### src/rtl/bbr_pkg.sv
// ----------------------------------------------------------------------------
// bbr_pkg: shared definitions for the 9x9 RGB box blur
// Window geometry, counter widths, divider constants and the types that
// travel between the line banks, the column-sum cells and the top level.
// ----------------------------------------------------------------------------
`default_nettype none

package bbr_pkg;

  localparam int WINDOW     = 9;
  localparam int HALF       = WINDOW / 2;
  localparam int BANKS      = WINDOW - 1;
  localparam int BANK_W     = 3;
  localparam int MAX_WIDTH  = 2048;
  localparam int COL_W      = 11;
  localparam int ROW_W      = 13;
  localparam int ROWX_W     = ROW_W + 1;
  localparam int CH_W       = 8;
  localparam int NUM_CH     = 3;
  localparam int PIX_W      = NUM_CH * CH_W;
  localparam int VSUM_W     = 12;   // 9 * 255
  localparam int HSUM_W     = 14;   // 5 * 2295
  localparam int TOT_W      = 15;   // 81 * 255
  localparam int TICK_W     = 14;
  localparam int WCFG_W     = 12;
  localparam int HCFG_W     = 13;
  localparam int CFG_DATA_W = 13;

  // floor(x / 81) = (x * 25891) >> 21 for every x below 2^15
  localparam logic [TOT_W-1:0] DIV_MUL   = 15'd25891;
  localparam int               DIV_SHIFT = 21;

  localparam logic [WCFG_W-1:0] WIDTH_RESET  = 12'd640;
  localparam logic [HCFG_W-1:0] HEIGHT_RESET = 13'd480;
  localparam logic [WCFG_W-1:0] WIDTH_MAX    = 12'd2048;

  typedef enum logic {
    CFG_IMAGE_WIDTH  = 1'b0,
    CFG_IMAGE_HEIGHT = 1'b1
  } cfg_index_t;

  typedef enum logic {
    OP_PIXEL = 1'b0,
    OP_DRAIN = 1'b1
  } op_t;

  // per-channel sums, index 2 red, 1 green, 0 blue
  typedef logic [NUM_CH-1:0][VSUM_W-1:0] vsum_t;

  typedef struct packed {
    logic             valid;
    logic [ROW_W-1:0] tag;
    vsum_t            v;
  } cell_t;

endpackage

`default_nettype wire

### src/rtl/bbr_cell.sv
// ----------------------------------------------------------------------------
// bbr_cell: one column-sum cell of the horizontal window
// Holds one column sum with its row tag, hands it on each shift, and gives
// its sum when the tag matches the row of the pixel being averaged.
// ----------------------------------------------------------------------------
`default_nettype none

module bbr_cell
  import bbr_pkg::*;
(
  input  wire logic             clk,
  input  wire logic             rst,
  input  wire logic             shift,
  input  wire cell_t            din,
  input  wire logic [ROW_W-1:0] query_row,
  output cell_t                 dout,
  output vsum_t                 contrib
);

  logic             valid;
  logic [ROW_W-1:0] tag;
  vsum_t            v;

  always_ff @(posedge clk) begin
    if (rst) begin
      valid <= 1'b0;
    end else if (shift) begin
      valid <= din.valid;
    end
  end

  always_ff @(posedge clk) begin
    if (shift) begin
      tag <= din.tag;
      v   <= din.v;
    end
  end

  assign dout    = '{valid: valid, tag: tag, v: v};
  assign contrib = (valid && (tag == query_row)) ? v : '0;

endmodule

`default_nettype wire

### config.mk
export PLATFORM = sky130hd
export DESIGN_NAME = bbr_cell
export DESIGN_NICKNAME = d
export VERILOG_FILES = /design/src/rtl/bbr_pkg.sv /design/src/rtl/bbr_cell.sv
export SDC_FILE = /design/constraint.sdc
export NUM_CORES = 1
export LEC_CHECK = 0
export BUFFER_PORTS_ARGS = -buffer_cell sky130_fd_sc_hd__clkbuf_2
export CORE_ASPECT_RATIO = 1.2
export CORE_UTILIZATION = 41
export CTS_BUF_LIST = sky130_fd_sc_hd__clkbuf_8
export CTS_CLUSTER_SIZE = 10
export DETAILED_ROUTE_END_ITERATION = 8
export PLACE_DENSITY = 0.92
export SLEW_MARGIN = 10
export SYNTH_ARGS = -nofsm -noshare
export SYNTH_HDL_FRONTEND = slang
export SYNTH_SLANG_ARGS = --single-unit
### constraint.sdc
create_clock -name clk -period 1.95 [get_ports clk]
set_clock_uncertainty 0.15 [all_clocks]
set_input_delay 0.2925 -clock clk [delete_from_list [all_inputs] [get_ports clk]]
set_output_delay 0.2925 -clock clk [all_outputs]
set_load 0.02 [all_outputs]
==> reports/results.txt <==
Comb pwr share: 15.0%
YS warnings: 0
die area: 5130 um^2
Slew Limit Fails: 0
switching power share of the total: 24.8%
cts bufs inserted: 5
setup violators final: 36
Post-Syn Area per Cell: 17.1 um^2
Final min period: 2.41 ns
largest net degree at the start of global routing: 51
RSZ-0062 raised after global routing: true
WL per Instance: 16.8 um
later-pin clock latency in the skew report: 0.29 ns
IO Port Bufs: 151
share of cells above drive strength 1: 74.6%
post-synth net total: 182
flops & latches, synth: 50
fin area: 3420 um^2
Reg power frac: 59.0%
Clock Tree Buf Depth: 2
WP data required: 1.51 ns
fin crit share: 124%
Clock Sinks: 50
fill count: 301
Initial Utilization: 42.9%
antenna violations before repair: 0
multi-input combinational cell area: 505 um^2
internal power: 1.69 mW
grt ovf: 0
failing checks: setup timing
crit path launch: tag[12]$_DFFE_PP_
Antenna diodes: 0
gp weighted congestion: 0.725
status: complete, but fails checks
Startpoint Class: register
Mapped Area: 1990 um^2
Clk pwr share: 26.1%
Post-Synthesis Cells: 116
Die W: 65.5 um
top cell type's share of synthesized area: 74.1%
global-route usage over all layers: 20.5%
type of the worst setup path: reg2out
fmax: 0.414 GHz
total iterations of the first detailed-routing run: 4
vias in the first global route: 1,536
Die H: 78.2 um
Nets: 345
CTS tree: built
final hold vios: 0
post-placement cell count: 325
Yosys top cell by area: edfxtp_1
vias post-DR: 1,674
Final Hold Slack: 0.0199 ns
Worst EP arrival: 1.97 ns
Boundary Pins: 152
Hold Crit Class: in2reg
peak supply drop: 551 uV
Root Buffer: clkbuf_8
FP Rows: 27
area post-placement: 2870 um^2
final WL: 5.67 mm
CP Capture Type: output port
Area contributors post-synth: edfxtp_1 (74%), and3_1 (9.5%), buf_6 (3.4%)
core area: 4630 um^2
post-route ant nets: 0
Detailed Place HPWL: 3.80 mm
worst reg2reg path startpoint: valid$_SDFFE_PP0P_
pre-CTS setup slack: -0.188 ns
Slew @ Worst Pin: 0.268 ns
static leakage: 1.60 nW
hold wc startpoint: din[38]
Reg area: 1490 um^2
post-detailed-route DRC marker count: 0
DRT iter0 DRCs: 26
Clk pin slew, worst setup/hold paths: 0.08 ns
register area share after synthesis: 75.1%
worst rel slew slack: 82.1%
max-cap viol count: 0
Pwr Total: 2.25 mW
post-synth cell types: 19
area grow syn2layout: 72.1%
first-pass GRT wire length: 7.65 mm
Final WS setup: -0.464 ns
H-tree Lvls: 2
net switching power: 0.558 mW
crit path max fanout: 18
Non-Filler Instances: 338
PD cells: 658 nW/um^2
Via density: 4.95
==> through the flow <==
stage,TNS [ns],util [%]
2_1_floorplan,-4.73,-
3_3_place_gp,-2.38,62.1
3_5_place_dp,-5.76,62.1
4_1_cts,-16.47,71.2
5_1_grt,-20.28,73.9
6_report,-15.66,73.9
==> path summary, 6_finish.rpt <==
check	endpoint	slack [ns]	depth (start not counted)
worst max-delay path	contrib[0]	-0.46	7
worst min register to register	valid$_SDFFE_PP0P_	0.40	2
worst max register to register	valid$_SDFFE_PP0P_	1.19	2
worst min-delay path	tag[2]$_DFFE_PP_	0.02	1
==> critical path, stage by stage, from the launching register on <==
cell,delay [ns]
edfxtp_1,0.45
xnor2_2,0.14
nand4_1,0.18
a2111oi_4,0.24
buf_6,0.18
buf_12,0.14
and3_2,0.20
clkbuf_8,0.14
==> kinds of logic after synthesis <==
group	count (synthesis)	share of synthesized area, %
buffers and inverters	10	4.35
and+or+nand+nor	42	13.4
muxes	1	0.504
AOI/OAI and AO/OA	4	2.65
xor gates and xnor gates	9	3.97
DFF	50	75.1
==> cell usage after synthesis <==
master	n
edfxtp_1	49
and3_1	30
and3_2	6
buf_6	6
xnor2_1	5
xor2_1	4
inv_1	3
nand2b_1	2
a2111oi_4	1
a22oi_1	1
buf_4	1
dfxtp_1	1
mux2i_1	1
nand3_1	1
nand4_1	1
nor2_1	1
nor4_1	1
o2111a_1	1
o22ai_1	1
==> layout by cell type (no fill, tap or decap), drive strengths merged <==
cell         netlist  layout
xor2               4       4
edfxtp            49      49
a22oi              1       1
nand4              1       1
buf                7      23
a2111oi            1       1
nor4               1       1
and3              36      36
dlygate4sd3        0       1
clkinv             0       1
o22ai              1       1
clkbuf             0     145
nor2               1       1
mux2i              1       1
dfxtp              1       1
o2111a             1       1
nand2b             2       2
xnor2              5       5
nand3              1       1
inv                3       4
==> sequential cells by signal, indices dropped and copies added, names as in the netlist <==
signal / count
dout: 36
tag: 13
valid: 1
==> cell type report <==
cell class                 count  area share, %
clock buffer                   6           2.42
clock inverter                 2          0.256
inverter                       3          0.329
multi-input combinational     56           14.8
sequential                    50           43.6
tap                           58           2.12
timing repair buffer         163           36.5
==> per-layer routing <==
layer	GRT usage [%]	routed length (um)	vias up
li1	-	-	769
met5	0	0	-
met4	6.30	73	0
met1	20.6	2060	785
met2	37.6	3010	113
met3	8.14	525	7
==> repair_timing <==
item	in CTS	in global routing
resized for setup	63	26
pin swaps	3	1
gates cloned	0	2
endpoints found under the hold margin	1	0
setup buffers	0	2
hold buffers	1	0
endpoints found under the setup margin	36	36
==> power groups by stage <==
stage                     Combinational (mW)  Sequential (mW)  Clock, mW
after global placement                 0.316             1.34          0
final                                  0.337             1.33      0.586
after global routing                   0.358             1.34      0.633
after floorplan                       0.0422             1.44          0
after detailed placement               0.326             1.35          0
after CTS                              0.329             1.32      0.605
Power figures use the tool's default switching activity.
